[src/rtl/sdp_pkg.sv]
`timescale 1ns / 1ps
`default_nettype none
package sdp_pkg;

    // Result field codes
    localparam logic [4:0] CODE_IDENTIFIER   = 5'd0;
    localparam logic [4:0] CODE_EVENT_ID     = 5'd1;
    localparam logic [4:0] CODE_CANCEL       = 5'd2;
    localparam logic [4:0] CODE_PROGRAM_SEG  = 5'd3;
    localparam logic [4:0] CODE_COUNT        = 5'd9;
    localparam logic [4:0] CODE_TAG          = 5'd10;
    localparam logic [4:0] CODE_PTS          = 5'd11;
    localparam logic [4:0] CODE_DURATION     = 5'd12;
    localparam logic [4:0] CODE_UPID_TYPE    = 5'd13;
    localparam logic [4:0] CODE_UPID_LENGTH  = 5'd14;
    localparam logic [4:0] CODE_UPID_BYTE    = 5'd15;
    localparam logic [4:0] CODE_TYPE_ID      = 5'd16;
    localparam logic [4:0] CODE_SEG_NUM      = 5'd17;
    localparam logic [4:0] CODE_SEG_EXPECTED = 5'd18;
    localparam logic [4:0] CODE_SUB_NUM      = 5'd19;
    localparam logic [4:0] CODE_SUB_EXPECTED = 5'd20;
    localparam logic [4:0] CODE_CLASS        = 5'd21;
    localparam logic [4:0] CODE_END          = 5'd22;

    // End status codes
    localparam logic [1:0] END_COMPLETE  = 2'd0;
    localparam logic [1:0] END_TRUNCATED = 2'd1;
    localparam logic [1:0] END_TRAILING  = 2'd2;

    // Class codes
    localparam logic [1:0] CLASS_NEITHER = 2'd0;
    localparam logic [1:0] CLASS_OUT     = 2'd1;
    localparam logic [1:0] CLASS_IN      = 2'd2;

    // Flag byte results come out as one group of this many
    localparam logic [2:0] FLAG_RESULTS = 3'd6;

    typedef struct packed {
        logic [7:0] in_byte;
        logic       final_byte;
    } in_item_t;

    typedef struct packed {
        logic [4:0]  field_code;
        logic [39:0] field_value;
        logic [7:0]  item_index;
        logic [1:0]  end_status;
        logic        run_last;
    } out_item_t;

    // What one accepted byte asks the back end to emit
    typedef enum logic [1:0] {
        JK_NONE  = 2'd0,   // end result only
        JK_ONE   = 2'd1,   // one field result
        JK_FLAGS = 2'd2,   // six flag results, packed in value[6:0]
        JK_TYPE  = 2'd3    // type id then class
    } job_kind_t;

    typedef struct packed {
        job_kind_t   kind;
        logic [4:0]  code;
        logic [39:0] value;
        logic [7:0]  index;
        logic        has_end;
        logic [1:0]  end_status;
    } job_t;

    function automatic logic [1:0] class_of(input logic [7:0] t);
        logic [1:0] c;
        unique case (t) inside
            8'h10, 8'h14, 8'h17, 8'h19, 8'h20, 8'h22,
            8'h30, 8'h32, 8'h34, 8'h36, 8'h40, 8'h50: c = CLASS_OUT;
            8'h11, 8'h12, 8'h13, 8'h15, 8'h16, 8'h18,
            8'h21, 8'h23, 8'h31, 8'h33, 8'h35, 8'h37,
            8'h41, 8'h51:                             c = CLASS_IN;
            default:                                  c = CLASS_NEITHER;
        endcase
        return c;
    endfunction

    function automatic logic has_sub_segments(input logic [7:0] t);
        return (t == 8'h34) || (t == 8'h36) || (t == 8'h38) || (t == 8'h3A);
    endfunction

endpackage
`default_nettype wire

[src/rtl/sdp_queue.sv]
`timescale 1ns / 1ps
`default_nettype none
module sdp_queue #(
    parameter int DEPTH = 4
) (
    input  wire logic          clk,
    input  wire logic          rst_n,
    input  wire logic          push,
    input  wire sdp_pkg::job_t push_data,
    output logic               full,
    input  wire logic          pop,
    output logic               not_empty,
    output sdp_pkg::job_t      head
);

    localparam int PW = (DEPTH > 1) ? $clog2(DEPTH) : 1;
    localparam int CW = $clog2(DEPTH + 1);

    sdp_pkg::job_t  mem [DEPTH];
    logic [PW-1:0]  wr_ptr_reg, wr_ptr_next;
    logic [PW-1:0]  rd_ptr_reg, rd_ptr_next;
    logic [CW-1:0]  count_reg, count_next;
    logic           do_push, do_pop;

    assign full      = (count_reg == CW'(DEPTH));
    assign not_empty = (count_reg != '0);
    assign do_push   = push && !full;
    assign do_pop    = pop && not_empty;
    assign head      = mem[rd_ptr_reg];

    always_comb
    begin
        wr_ptr_next = wr_ptr_reg;
        rd_ptr_next = rd_ptr_reg;
        count_next  = count_reg;
        if (do_push)
        begin
            wr_ptr_next = (wr_ptr_reg == PW'(DEPTH - 1)) ? '0 : wr_ptr_reg + 1'b1;
        end
        if (do_pop)
        begin
            rd_ptr_next = (rd_ptr_reg == PW'(DEPTH - 1)) ? '0 : rd_ptr_reg + 1'b1;
        end
        case ({do_push, do_pop})
            2'b10:   count_next = count_reg + 1'b1;
            2'b01:   count_next = count_reg - 1'b1;
            default: count_next = count_reg;
        endcase
    end

    always_ff @(posedge clk)
    begin
        if (do_push)
        begin
            mem[wr_ptr_reg] <= push_data;
        end
    end

    always_ff @(posedge clk or negedge rst_n)
    begin
        if (!rst_n)
        begin
            wr_ptr_reg <= '0;
            rd_ptr_reg <= '0;
            count_reg  <= '0;
        end
        else
        begin
            wr_ptr_reg <= wr_ptr_next;
            rd_ptr_reg <= rd_ptr_next;
            count_reg  <= count_next;
        end
    end

endmodule
`default_nettype wire

[src/rtl/sdp_front.sv]
`timescale 1ns / 1ps
`default_nettype none
module sdp_front (
    input  wire logic              clk,
    input  wire logic              rst_n,
    input  wire logic              byte_valid,
    output logic                   byte_ready,
    input  wire sdp_pkg::in_item_t byte_data,
    output logic                   job_push,
    output sdp_pkg::job_t          job_data,
    input  wire logic              queue_full
);

    typedef enum logic [16:0] {
        PH_ID        = 17'h00001,
        PH_EVENT     = 17'h00002,
        PH_CANCEL    = 17'h00004,
        PH_FLAGS     = 17'h00008,
        PH_COUNT     = 17'h00010,
        PH_TAG       = 17'h00020,
        PH_PTS       = 17'h00040,
        PH_DUR       = 17'h00080,
        PH_UPID_TYPE = 17'h00100,
        PH_UPID_LEN  = 17'h00200,
        PH_UPID_DATA = 17'h00400,
        PH_TYPE_ID   = 17'h00800,
        PH_SEG_NUM   = 17'h01000,
        PH_SEG_EXP   = 17'h02000,
        PH_SUB_NUM   = 17'h04000,
        PH_SUB_EXP   = 17'h08000,
        PH_DONE      = 17'h10000
    } phase_t;

    phase_t      phase_reg, phase_next;
    logic [2:0]  byte_cnt_reg, byte_cnt_next;
    logic [39:0] acc_reg, acc_next;
    logic [7:0]  comp_left_reg, comp_left_next;
    logic [7:0]  comp_pos_reg, comp_pos_next;
    logic [7:0]  upid_left_reg, upid_left_next;
    logic [7:0]  upid_pos_reg, upid_pos_next;
    logic        dur_reg, dur_next;
    logic [7:0]  type_reg, type_next;

    logic        accept;
    logic [7:0]  b;
    logic [39:0] acc_shift;
    logic        last4, last5;
    logic        web, blk, arc;
    logic [1:0]  dev;
    sdp_pkg::job_t job;

    assign byte_ready = !queue_full;
    assign accept     = byte_valid && byte_ready;
    assign b          = byte_data.in_byte;
    assign acc_shift  = {acc_reg[31:0], b};
    assign last4      = (byte_cnt_reg == 3'd3);
    assign last5      = (byte_cnt_reg == 3'd4);

    // not-restricted forces the delivery flags
    assign web = b[5] ? 1'b1  : b[4];
    assign blk = b[5] ? 1'b1  : b[3];
    assign arc = b[5] ? 1'b1  : b[2];
    assign dev = b[5] ? 2'd3  : b[1:0];

    always_comb
    begin
        phase_next     = phase_reg;
        byte_cnt_next  = byte_cnt_reg;
        acc_next       = acc_reg;
        comp_left_next = comp_left_reg;
        comp_pos_next  = comp_pos_reg;
        upid_left_next = upid_left_reg;
        upid_pos_next  = upid_pos_reg;
        dur_next       = dur_reg;
        type_next      = type_reg;

        job            = '0;
        job.kind       = sdp_pkg::JK_NONE;

        unique case (phase_reg)
            PH_ID, PH_EVENT:
            begin
                acc_next      = last4 ? '0 : acc_shift;
                byte_cnt_next = last4 ? 3'd0 : byte_cnt_reg + 3'd1;
                if (last4)
                begin
                    job.kind  = sdp_pkg::JK_ONE;
                    job.code  = (phase_reg == PH_ID) ? sdp_pkg::CODE_IDENTIFIER
                                                     : sdp_pkg::CODE_EVENT_ID;
                    job.value = acc_shift;
                    phase_next = (phase_reg == PH_ID) ? PH_EVENT : PH_CANCEL;
                end
            end
            PH_CANCEL:
            begin
                job.kind   = sdp_pkg::JK_ONE;
                job.code   = sdp_pkg::CODE_CANCEL;
                job.value  = {39'd0, b[7]};
                phase_next = b[7] ? PH_DONE : PH_FLAGS;
            end
            PH_FLAGS:
            begin
                job.kind   = sdp_pkg::JK_FLAGS;
                job.code   = sdp_pkg::CODE_PROGRAM_SEG;
                job.value  = {33'd0, b[7], b[6], web, blk, arc, dev};
                dur_next   = b[6];
                if (!b[7])
                begin
                    phase_next = PH_COUNT;
                end
                else
                begin
                    phase_next = b[6] ? PH_DUR : PH_UPID_TYPE;
                end
            end
            PH_COUNT:
            begin
                job.kind       = sdp_pkg::JK_ONE;
                job.code       = sdp_pkg::CODE_COUNT;
                job.value      = {32'd0, b};
                comp_left_next = b;
                comp_pos_next  = '0;
                if (b != 8'd0)
                begin
                    phase_next = PH_TAG;
                end
                else
                begin
                    phase_next = dur_reg ? PH_DUR : PH_UPID_TYPE;
                end
            end
            PH_TAG:
            begin
                job.kind   = sdp_pkg::JK_ONE;
                job.code   = sdp_pkg::CODE_TAG;
                job.value  = {32'd0, b};
                job.index  = comp_pos_reg;
                phase_next = PH_PTS;
            end
            PH_PTS:
            begin
                acc_next      = last5 ? '0 : acc_shift;
                byte_cnt_next = last5 ? 3'd0 : byte_cnt_reg + 3'd1;
                if (last5)
                begin
                    job.kind       = sdp_pkg::JK_ONE;
                    job.code       = sdp_pkg::CODE_PTS;
                    // reserved bits ahead of the 33-bit offset are dropped
                    job.value      = {7'd0, acc_shift[32:0]};
                    job.index      = comp_pos_reg;
                    comp_pos_next  = comp_pos_reg + 8'd1;
                    comp_left_next = comp_left_reg - 8'd1;
                    if (comp_left_reg == 8'd1)
                    begin
                        phase_next = dur_reg ? PH_DUR : PH_UPID_TYPE;
                    end
                    else
                    begin
                        phase_next = PH_TAG;
                    end
                end
            end
            PH_DUR:
            begin
                acc_next      = last5 ? '0 : acc_shift;
                byte_cnt_next = last5 ? 3'd0 : byte_cnt_reg + 3'd1;
                if (last5)
                begin
                    job.kind   = sdp_pkg::JK_ONE;
                    job.code   = sdp_pkg::CODE_DURATION;
                    job.value  = acc_shift;
                    phase_next = PH_UPID_TYPE;
                end
            end
            PH_UPID_TYPE:
            begin
                job.kind   = sdp_pkg::JK_ONE;
                job.code   = sdp_pkg::CODE_UPID_TYPE;
                job.value  = {32'd0, b};
                phase_next = PH_UPID_LEN;
            end
            PH_UPID_LEN:
            begin
                job.kind       = sdp_pkg::JK_ONE;
                job.code       = sdp_pkg::CODE_UPID_LENGTH;
                job.value      = {32'd0, b};
                upid_left_next = b;
                upid_pos_next  = '0;
                phase_next     = (b == 8'd0) ? PH_TYPE_ID : PH_UPID_DATA;
            end
            PH_UPID_DATA:
            begin
                job.kind       = sdp_pkg::JK_ONE;
                job.code       = sdp_pkg::CODE_UPID_BYTE;
                job.value      = {32'd0, b};
                job.index      = upid_pos_reg;
                upid_pos_next  = upid_pos_reg + 8'd1;
                upid_left_next = upid_left_reg - 8'd1;
                if (upid_left_reg == 8'd1)
                begin
                    phase_next = PH_TYPE_ID;
                end
            end
            PH_TYPE_ID:
            begin
                job.kind   = sdp_pkg::JK_TYPE;
                job.code   = sdp_pkg::CODE_TYPE_ID;
                job.value  = {32'd0, b};
                type_next  = b;
                phase_next = PH_SEG_NUM;
            end
            PH_SEG_NUM:
            begin
                job.kind   = sdp_pkg::JK_ONE;
                job.code   = sdp_pkg::CODE_SEG_NUM;
                job.value  = {32'd0, b};
                phase_next = PH_SEG_EXP;
            end
            PH_SEG_EXP:
            begin
                job.kind   = sdp_pkg::JK_ONE;
                job.code   = sdp_pkg::CODE_SEG_EXPECTED;
                job.value  = {32'd0, b};
                phase_next = sdp_pkg::has_sub_segments(type_reg) ? PH_SUB_NUM : PH_DONE;
            end
            PH_SUB_NUM:
            begin
                job.kind   = sdp_pkg::JK_ONE;
                job.code   = sdp_pkg::CODE_SUB_NUM;
                job.value  = {32'd0, b};
                phase_next = PH_SUB_EXP;
            end
            PH_SUB_EXP:
            begin
                job.kind   = sdp_pkg::JK_ONE;
                job.code   = sdp_pkg::CODE_SUB_EXPECTED;
                job.value  = {32'd0, b};
                phase_next = PH_DONE;
            end
            default:
            begin
                phase_next = PH_DONE;
            end
        endcase

        // last byte: end status, then back to the start for the next descriptor
        if (byte_data.final_byte)
        begin
            job.has_end = 1'b1;
            if (phase_reg == PH_DONE)
            begin
                job.end_status = sdp_pkg::END_TRAILING;
            end
            else if (phase_next == PH_DONE)
            begin
                job.end_status = sdp_pkg::END_COMPLETE;
            end
            else
            begin
                job.end_status = sdp_pkg::END_TRUNCATED;
            end
            phase_next     = PH_ID;
            byte_cnt_next  = '0;
            acc_next       = '0;
            comp_left_next = '0;
            comp_pos_next  = '0;
            upid_left_next = '0;
            upid_pos_next  = '0;
            dur_next       = 1'b0;
            type_next      = '0;
        end
    end

    assign job_data = job;
    assign job_push = accept && ((job.kind != sdp_pkg::JK_NONE) || job.has_end);

    always_ff @(posedge clk or negedge rst_n)
    begin
        if (!rst_n)
        begin
            phase_reg     <= PH_ID;
            byte_cnt_reg  <= '0;
            acc_reg       <= '0;
            comp_left_reg <= '0;
            comp_pos_reg  <= '0;
            upid_left_reg <= '0;
            upid_pos_reg  <= '0;
            dur_reg       <= 1'b0;
            type_reg      <= '0;
        end
        else if (accept)
        begin
            phase_reg     <= phase_next;
            byte_cnt_reg  <= byte_cnt_next;
            acc_reg       <= acc_next;
            comp_left_reg <= comp_left_next;
            comp_pos_reg  <= comp_pos_next;
            upid_left_reg <= upid_left_next;
            upid_pos_reg  <= upid_pos_next;
            dur_reg       <= dur_next;
            type_reg      <= type_next;
        end
    end

endmodule
`default_nettype wire

[src/rtl/sdp_back.sv]
`timescale 1ns / 1ps
`default_nettype none
module sdp_back (
    input  wire logic          clk,
    input  wire logic          rst_n,
    input  wire logic          job_valid,
    input  wire sdp_pkg::job_t job,
    output logic               job_pop,
    output logic               result_valid,
    input  wire logic          result_ready,
    output sdp_pkg::out_item_t result_data
);

    logic [2:0]         step_reg, step_next;
    logic               valid_reg, valid_next;
    sdp_pkg::out_item_t out_reg, out_next;

    logic [2:0]         body_cnt;
    logic               load, last_step, end_step;
    sdp_pkg::out_item_t res;

    always_comb
    begin
        unique case (job.kind)
            sdp_pkg::JK_ONE:   body_cnt = 3'd1;
            sdp_pkg::JK_FLAGS: body_cnt = sdp_pkg::FLAG_RESULTS;
            sdp_pkg::JK_TYPE:  body_cnt = 3'd2;
            default:           body_cnt = 3'd0;
        endcase
    end

    assign end_step  = job.has_end && (step_reg == body_cnt);
    assign last_step = job.has_end ? (step_reg == body_cnt) : (step_reg == body_cnt - 3'd1);
    assign load      = job_valid && (!valid_reg || result_ready);
    assign job_pop   = load && last_step;

    always_comb
    begin
        res          = '0;
        res.run_last = last_step;
        if (end_step)
        begin
            res.field_code = sdp_pkg::CODE_END;
            res.end_status = job.end_status;
        end
        else
        begin
            unique case (job.kind)
                sdp_pkg::JK_FLAGS:
                begin
                    res.field_code = job.code + {2'd0, step_reg};
                    case (step_reg)
                        3'd0:    res.field_value = {39'd0, job.value[6]};
                        3'd1:    res.field_value = {39'd0, job.value[5]};
                        3'd2:    res.field_value = {39'd0, job.value[4]};
                        3'd3:    res.field_value = {39'd0, job.value[3]};
                        3'd4:    res.field_value = {39'd0, job.value[2]};
                        default: res.field_value = {38'd0, job.value[1:0]};
                    endcase
                end
                sdp_pkg::JK_TYPE:
                begin
                    if (step_reg == 3'd0)
                    begin
                        res.field_code  = job.code;
                        res.field_value = job.value;
                    end
                    else
                    begin
                        res.field_code  = sdp_pkg::CODE_CLASS;
                        res.field_value = {38'd0, sdp_pkg::class_of(job.value[7:0])};
                    end
                end
                default:
                begin
                    res.field_code  = job.code;
                    res.field_value = job.value;
                    res.item_index  = job.index;
                end
            endcase
        end
    end

    always_comb
    begin
        step_next  = step_reg;
        valid_next = valid_reg;
        out_next   = out_reg;
        if (load)
        begin
            out_next   = res;
            valid_next = 1'b1;
            step_next  = last_step ? 3'd0 : step_reg + 3'd1;
        end
        else if (result_ready)
        begin
            valid_next = 1'b0;
        end
    end

    always_ff @(posedge clk)
    begin
        out_reg <= out_next;
    end

    always_ff @(posedge clk or negedge rst_n)
    begin
        if (!rst_n)
        begin
            step_reg  <= '0;
            valid_reg <= 1'b0;
        end
        else
        begin
            step_reg  <= step_next;
            valid_reg <= valid_next;
        end
    end

    assign result_valid = valid_reg;
    assign result_data  = out_reg;

`ifndef ASSERT_OFF
    a_end_is_last: assert property (@(posedge clk) disable iff (!rst_n)
        (valid_reg && (out_reg.field_code == sdp_pkg::CODE_END)) |-> out_reg.run_last)
        else $error("end result not marked as last of its byte");

    a_status_only_on_end: assert property (@(posedge clk) disable iff (!rst_n)
        (valid_reg && (out_reg.end_status != sdp_pkg::END_COMPLETE))
            |-> (out_reg.field_code == sdp_pkg::CODE_END))
        else $error("end status set on a field result");

    a_step_restart: assert property (@(posedge clk) disable iff (!rst_n)
        job_pop |=> (step_reg == 3'd0))
        else $error("step counter not restarted after a request finished");

    a_step_bound: assert property (@(posedge clk) disable iff (!rst_n)
        job_valid |-> (step_reg <= body_cnt))
        else $error("step counter ran past the request");
`endif

endmodule
`default_nettype wire

[src/rtl/segmentation_descriptor_parser.sv]
// A byte's request is registered in the queue, and its results in the output register.
// Throughput: one byte per cycle while the queue has room; results leave one per cycle
// while result_ready is high. A flag byte yields six results and the type id two; the
// QUEUE_DEPTH-entry request queue takes the bytes behind them, and byte_ready drops when
// it fills.
// Reset (rst_n, async, active low) empties the queue and output and restarts parsing.
`timescale 1ns / 1ps
`default_nettype none
module segmentation_descriptor_parser #(
    parameter int QUEUE_DEPTH = 4
) (
    input  wire logic               clk,
    input  wire logic               rst_n,
    // payload bytes in
    input  wire logic               byte_valid,
    output logic                    byte_ready,
    input  wire sdp_pkg::in_item_t  byte_data,
    // decoded results out
    output logic                    result_valid,
    input  wire logic               result_ready,
    output sdp_pkg::out_item_t      result_data
);

    // Front end: walks the descriptor layout one byte per cycle while the queue
    // has room, and turns each byte into at most one request for the back end.
    logic          push;
    logic          full;
    sdp_pkg::job_t push_job;

    // Back end: expands one request into its results.
    logic          pop;
    logic          queued;
    sdp_pkg::job_t head_job;

    sdp_front u_front (
        .clk        (clk),
        .rst_n      (rst_n),
        .byte_valid (byte_valid),
        .byte_ready (byte_ready),
        .byte_data  (byte_data),
        .job_push   (push),
        .job_data   (push_job),
        .queue_full (full)
    );

    // Decouples byte intake from result delivery.
    sdp_queue #(
        .DEPTH (QUEUE_DEPTH)
    ) u_queue (
        .clk       (clk),
        .rst_n     (rst_n),
        .push      (push),
        .push_data (push_job),
        .full      (full),
        .pop       (pop),
        .not_empty (queued),
        .head      (head_job)
    );

    sdp_back u_back (
        .clk          (clk),
        .rst_n        (rst_n),
        .job_valid    (queued),
        .job          (head_job),
        .job_pop      (pop),
        .result_valid (result_valid),
        .result_ready (result_ready),
        .result_data  (result_data)
    );

endmodule
`default_nettype wire

[config.mk]
export PLATFORM = sky130hd
export DESIGN_NAME = segmentation_descriptor_parser
export DESIGN_NICKNAME = d
export VERILOG_FILES = /design/src/rtl/sdp_pkg.sv /design/src/rtl/sdp_queue.sv /design/src/rtl/sdp_front.sv /design/src/rtl/sdp_back.sv /design/src/rtl/segmentation_descriptor_parser.sv
export SDC_FILE = /design/constraint.sdc
export NUM_CORES = 1
export LEC_CHECK = 0
export ABC_AREA = 1
export BUFFER_PORTS_ARGS = -buffer_cell sky130_fd_sc_hd__buf_2
export CORE_MARGIN = 1.5
export CORE_UTILIZATION = 62
export DETAILED_ROUTE_END_ITERATION = 10
export PLACE_DENSITY = 0.91
export SYNTH_ARGS = -nofsm -noshare
export SYNTH_HDL_FRONTEND = slang
export SYNTH_SLANG_ARGS = --single-unit
[constraint.sdc]
create_clock -name clk -period 6.75 [get_ports clk]
set_input_delay 0.3375 -clock clk [delete_from_list [all_inputs] [get_ports clk]]
set_output_delay 0.3375 -clock clk [all_outputs]
set_load 0.01 [all_outputs]
### Yosys cells after proc, flatten, opt, wreduce, memory -nomap -nowiden

Memory sizes are Yosys's and may differ from the RTL's.
Index checks and enable logic that the tools add are counted.

| storage, ports and cells | value |
|---|---|
| ROM bits | 0 |
| memories | 1 |
| RAM bits | 232 |
| output and inout bits | 58 |
| bits in latches | 0 |
| input port bits | 13 |
| flip-flop bits (word level) | 160 |
| word-level logic and storage cells | 199 |

Memories:

| name | depth | width | read ports | clocked after Yosys merged registers in | wr ports | line | text |
|---|---|---|---|---|---|---|---|
| u_queue.mem | 4 | 58 | 1 | 0 | 1 | sdp_queue.sv:19 | `sdp_pkg::job_t mem [DEPTH];` |

| operators by class | value |
|---|---|
| equal/unequal tests | 67 |
| add/subtract/negate cells | 12 |
| bitwise logic cells | 0 |
| multiply operators | 0 |
| reductions and logical operators | 36 |
| div/mod/pow operators | 0 |
| order comparisons | 0 |
| muxes and demuxes | 64 |
| shift-type cells | 0 |

Operators by type and width:

| operator | number |
|---|---|
| 47-bit case mux with 15 select lines | 1 |
| 17-bit case mux with 14 select lines | 1 |
| 17-bit two-way mux | 10 |
| 8-bit by 6-bit equality test with 1-bit output (second input constant) | 16 |
| 32-bit two-way mux | 3 |
| 46-bit two-way mux | 2 |
| 45-bit case mux with 2 select lines | 1 |
| 8-bit by 5-bit equality test with 1-bit output (second input constant) | 10 |
| 8-bit two-way mux | 8 |
| 32-bit case mux with 2 select lines | 1 |
| 8-bit case mux with 2 select lines | 4 |
| 54-bit two-way mux | 1 |
| 45-bit two-way mux | 1 |
| 17-bit equality test (second input constant) | 2 |
| 8-bit by 7-bit equality test with 1-bit output (second input constant) | 4 |
| 8-bit case mux with 3 select lines | 1 |
| 3-bit two-way mux | 6 |
| 9-bit two-way mux | 2 |
| 17-bit by 1-bit equality test with 1-bit output (second input constant) | 1 |
| 17-bit by 10-bit equality test with 1-bit output (second input constant) | 1 |
| 17-bit by 11-bit equality test with 1-bit output (second input constant) | 1 |
| 17-bit by 12-bit equality test with 1-bit output (second input constant) | 1 |
| 17-bit by 13-bit equality test with 1-bit output (second input constant) | 1 |
| 17-bit by 14-bit equality test with 1-bit output (second input constant) | 1 |
| other kinds (45) | 99 |

### Logic depth before layout (Yosys ltp)

| logic depth | value |
|---|---|
| depth after elaboration | 15 |
| depth in mapped cells | 18 |
| gate-level depth less buffers | 18 |

### By module

From an unflattened synthesis, not the netlist that was laid out.

| second synthesis, totals | value |
|---|---|
| cells, all modules | 1868 |
| area, all modules | 18905.6 um^2 |

By module, submodules not included:

| module | area each (um^2) | cells each | sequential area each (um^2) | instances |
|---|---|---|---|---|
| sdp_queue | 10057.1 | 737 | 7141.8 | 1 |
| sdp_front | 5806.8 | 805 | 2303.5 | 1 |
| sdp_back | 3041.7 | 326 | 1781.7 | 1 |

### Least setup slack after synthesis

Ideal clock, no wire load.

| timing | value |
|---|---|
| kind | register -> register |
| from | register u_queue.count_reg[0] |
| to | register u_queue.count_reg[2] |
| stages on the path, launching flop included | 11 |
| setup time | 0.131 ns |
| clock period less this slack | 5.435 ns |
| path slack | 1.315 ns |
| required time | 6.619 ns |
| buffers on the path | 0 |
| data arrival time | 5.304 ns |
| cell sequence | dfrtp_1 > inv_1 > a31oi_1 > nand2_1 > inv_1 > ha_1 > inv_1 > fa_1 > a21oi_1 > o21ai_0 > xor2_1 |

| on the way | value |
|---|---|
| elaborated cells on any way between the ends | 15 |
| classes of those cells | add/sub: 2; eq/ne: 3; mux: 1; reduce/logical: 9 |

RTL lines:

| element | line | text |
|---|---|---|
| start: declaration | sdp_queue.sv:22 | `logic [CW-1:0] count_reg, count_next;` |
| start signal: assignment | sdp_queue.sv:71 | `count_reg <= count_next;` |
| 3-bit nonzero test * | sdp_queue.sv:26 | `assign not_empty = (count_reg != '0);` |
| 1-bit logical AND * | sdp_back.sv:34 | `assign load = job_valid && (!valid_reg \|\| result_ready);` |
| net u_back.load | sdp_back.sv:19 | `logic load, last_step, end_step;` |
| 1-bit logical AND * | sdp_back.sv:35 | `assign job_pop = load && last_step;` |
| 1-bit logical AND * | sdp_queue.sv:28 | `assign do_pop = pop && not_empty;` |
| net u_queue.do_pop | sdp_queue.sv:23 | `logic do_push, do_pop;` |
| 2-bit by 1-bit equality test with 1-bit output or 2-bit equality test (tied branches) | sdp_queue.sv:44 | `case ({do_push, do_pop})` |
| 3-bit case mux with 2 select lines or 2-bit nonzero test (tied branches) | n/a |  |

The timed path passes the listed nets; every way through them passes the cells marked *.
A chain may end at the register's enable or synchronous reset.

### Worst setup path after layout

| timing | value |
|---|---|
| from | register u_queue.rd_ptr_reg[0] |
| to | register u_queue.count_reg[2] |

| on the way | value |
|---|---|
| longest elaborated chain between the ends | 10 |
| elaborated cells on any way between the ends | 15 |
| classes of those cells | add/sub: 1; eq/ne: 7; mux: 3; reduce/logical: 3; memory: 1 |

RTL lines:

| element | line | text |
|---|---|---|
| start: declaration | sdp_queue.sv:21 | `logic [PW-1:0] rd_ptr_reg, rd_ptr_next;` |
| start signal: assignment | sdp_queue.sv:70 | `rd_ptr_reg <= rd_ptr_next;` |
| memory read 4 x 58 bit * | n/a |  |
| 2-bit equality test or 2-bit by 1-bit equality test with 1-bit output (tied branches) | sdp_back.sv:24 | `unique case (job.kind)` |
| 3-bit case mux with 3 select lines | sdp_back.sv:24 |  |
| 3-bit by 1-bit subtractor with 3-bit output | sdp_back.sv:33 | `assign last_step = job.has_end ? (step_reg == body_cnt) : (step_reg == body_cnt - 3'd1);` |
| 3-bit equality test | sdp_back.sv:33 |  |
| 1-bit two-way mux * | sdp_back.sv:33 |  |
| net u_back.last_step | sdp_back.sv:19 |  |
| 1-bit logical AND * | sdp_back.sv:35 |  |
| 1-bit logical AND * | sdp_queue.sv:28 |  |
| net u_queue.do_pop | sdp_queue.sv:23 |  |
| 2-bit by 1-bit equality test with 1-bit output or 2-bit equality test (tied branches) | sdp_queue.sv:44 |  |
| 3-bit case mux with 2 select lines or 2-bit nonzero test (tied branches) | n/a |  |

Marked as above.

==> results.toml <==
[power_and_ir_drop]
power_density_mw_per_mm2 = 422
pwr-share-comb_pct = 31.7
clkPwrFrac_pct = 26.5
vdd_drop_max_mv = 0.255
intPower_mw = 5.21
sw_frac_of_total_pct = 36.7
power_frac_seq_pct = 41.8
power.switching_mw = 3.02
finalPower_mw = 8.23
power.leakage_nw = 8.40

[floorplan]
die_w_um = 172
fp-row-count = 61
num_io_pins = 71
die_h_um = 172
start_util_pct = 63.3
core_area_mm2 = 0.0279
die_area_mm2 = 0.0295

[sta]
period_needed_ns = 4.34
fmax_mhz = 230
hold_viol = 0
setup_tns_ns = 0
fin_ws_ns = 2.41
fin_crit_sh_pct = 64.4
worstMarginPinSlew_ns = 1.15
max-slew-margin-rel_pct = 23.2
skew_ns = 0.0166
rsz0062_at_grt = "false"
finalSetupViolations = 0
slew_viol_final = 0

[min_path]
holdPathEnd = "u_back.result_valid"
min_path_type = "in -> reg"
holdCritStartpoint = "result_ready"
hold_depth = 2

[placement]
place_ws_ns = 2.60
io_buffers = 70
globalplace.congestion = 0.994
hpwl_mm = 25.8

[clock_network]
post-cts-setup-buffers = 0
cts_root_buffer = "clkbuf_16"
cts_sinks = 391
path_clk_slew_ns = 0.06
cts_hold_buf = 1
cts_resized = 0
clk_path_buf_depth = 3
h-tree-depth = 2
cts_buffers = 39
cts_tree = "yes"
clk-insertion-delay-late_ns = 0.53

[cells_and_area]
nFillCells = 1788
insertedDiodeCount = 0
multiInputGateArea_mm2 = 0.00531
final_nets = 1807
drive_above_1_share_pct = 11.5
largest_register_ffs = 232
syn2layout_area_growth_pct = 10.7
seqCellArea_mm2 = 0.0112

[critical_path]
cp.required_ns = 7.16
crit_buf_inv = 4
reg2reg_depth = 17
regToRegSetupSlack_ns = 2.41
crit_chain = "inv_2, nand2_1, nand3_1, nand2_2, inv_2, nand2_2, xor2_1, nand3_1, nand2_1, nand2_1, inv_1, ha_1, inv_1, fa_1, a21oi_1, o21ai_0, xor2_1"
critical_path_class = "reg -> reg"
cp_top_family = "simple AND/OR/NAND/NOR gates"
worst_path_most_repeated_cell = "nand2_1"
reg2reg_to = "u_queue.count_reg[2]"
startpoint_type = "flop"
critPathSlowestCell = "dfrtp_4"
reg2reg_from = "u_queue.rd_ptr_reg[0]"
critical_path_arrival_ns = 4.76
path_max_fanout = 59
end_kind = "flop"
max_stage_delay_ns = 0.71

[route]
vias_per_cell = 6.14
ant_nets = 0
drc_errors = 1
detail_route.first_pass.iterations = 9
routed_wl_mm = 42.2
drtIter0Drc = 1668
wl_per_cell_um = 19.4
vias = 13400

[synth]
yosysTopAreaCell = "edfxtp_1"
ys_async_sr_fraction_pct = 26.3
syn_nets = 1750
yosys.cell_types.count = 52
ys.flop_type = "edfxtp_1"
ys_seq_area_share_pct = 63.6
syn_avg_cell_area_um2 = 10.3
synth_edf_count = 288
ys_ff_latch = 391
ys_top_cells_by_count = "nand2_1 (312), edfxtp_1 (288), nor2_1 (195), inv_1 (194), o21ai_0 (160)"
yosys_warnings = 0
netlist_area_mm2 = 0.0176
synth.area.top_cells = "edfxtp_1 (49%), dfrtp_1 (14%), nand2_1 (6.6%)"
syn_inst = 1711
yosysMostFrequentCell = "nand2_1"
netlist.area_leader.share_pct = 49.0

[run_status]
violations = "DRC"
status = "finished, violations left"

[run]
max_cap_violations = 0

[global_route]
grt_pass1_wl_mm = 66.1
antenna_found_initial = 0
grt_pass1_vias = 12900
grt_use_total_pct = 29.3
grt_max_degree = 70
grt_overflow_total = 0
-- worst max-delay path by stage --
| stage | depth (start not counted) | endpoint | startpoint |
|---|---|---|---|
| after CTS | 17 | u_queue.count_reg[2] | u_queue.rd_ptr_reg[0] |
| after detailed placement | 17 | u_queue.count_reg[2] | u_queue.rd_ptr_reg[0] |
| final | 17 | u_queue.count_reg[2] | u_queue.rd_ptr_reg[0] |
| after floorplan | 10 | u_queue.count_reg[2] | u_queue.count_reg[0] |
| after global placement | 17 | u_queue.count_reg[2] | u_queue.rd_ptr_reg[0] |
| after global routing | 16 | u_queue.count_reg[2] | u_queue.rd_ptr_reg[0] |
-- worst reg2reg max path: cells and delay by family, from the launching register on --
| kind | cells | cell delay (ns) |
|---|---|---|
| AO/OA/AOI/OAI | 2 | 0.27 |
| XOR/XNOR | 2 | 0.33 |
| adder cells (fa/ha/maj) | 2 | 0.54 |
| buffers and inverters | 4 | 1.01 |
| flip-flops | 1 | 0.71 |
| AND/OR/NAND/NOR | 7 | 1.37 |
-- routing by layer --
metal / track usage [%] / up-vias / routed length [um]
met5: 0 / - / 0
met4: 13.6 / 0 / 1740
met3: 4.90 / 171 / 4010
met2: 49.9 / 910 / 20800
met1: 36.7 / 6337 / 15600
li1: - / 5947 / -
-- through the flow --
stage	instances	instance area, um^2	util (%)	hold slack (ns)
2_1_floorplan	1711	17600	-	0.0419
3_3_place_gp	2104	18200	65.4	0.393
3_5_place_dp	2104	18200	65.4	0.405
4_1_cts	2177	19500	70.1	0.0105
5_1_grt	2177	19500	70.1	0.0237
6_report	2177	19500	70.1	0.00820
-- power by group through the flow --
| stage | Combinational (mW) | Clock [mW] | Sequential, mW |
|---|---|---|---|
| final | 2.61 | 2.18 | 3.44 |
| after global routing | 2.89 | 2.27 | 3.49 |
| after CTS | 2.57 | 2.18 | 3.43 |
| after detailed placement | 2.51 | 0 | 3.47 |
| after global placement | 2.38 | 0 | 3.45 |
| after floorplan | 1.78 | 0 | 3.50 |
-- final cells by class --
cell class,instances,share of cell area [%]
clock buffers,53,5.48
clock inverters,19,1.10
inverters,206,3.97
multi-input cells,1048,27.2
flip-flops and latches,391,57.5
well taps,378,2.42
repair buffers,82,2.28
-- logic make-up after synthesis --
| family | share of synthesized area [%] |
|---|---|
| flops | 63.6 |
| buf+inv | 6.48 |
| fa+ha+maj | 1.93 |
| compound gates | 9.80 |
| simple gates | 17.6 |
| xor+xnor | 0.546 |
-- cells in the final DEF (no fill, tap or decap), types with 3 or more instances in the layout --
cell,count
nand3_1,113
nand2_1,312
nand2_4,3
clkinvlp_4,3
clkbuf_16,40
nand2_2,14
o31ai_1,10
clkinv_1,3
inv_2,10
ha_1,24
nor2_4,10
o32ai_1,4
o22ai_1,54
clkbuf_1,11
nor4_1,4
bufinv_16,4
xor2_1,10
inv_1,194
nor2_2,10
dfrtp_1,101
o21ai_2,8
nor2_1,191
a22oi_1,5
buf_4,12
a21oi_1,36
o21ai_1,10
o21ai_0,160
buf_2,69
edfxtp_1,288
nor3_1,13
nor3b_1,3
nor2_8,3
nand4_1,21
clkinv_2,8
o221ai_1,6
(Power assumes the default switching activity.)
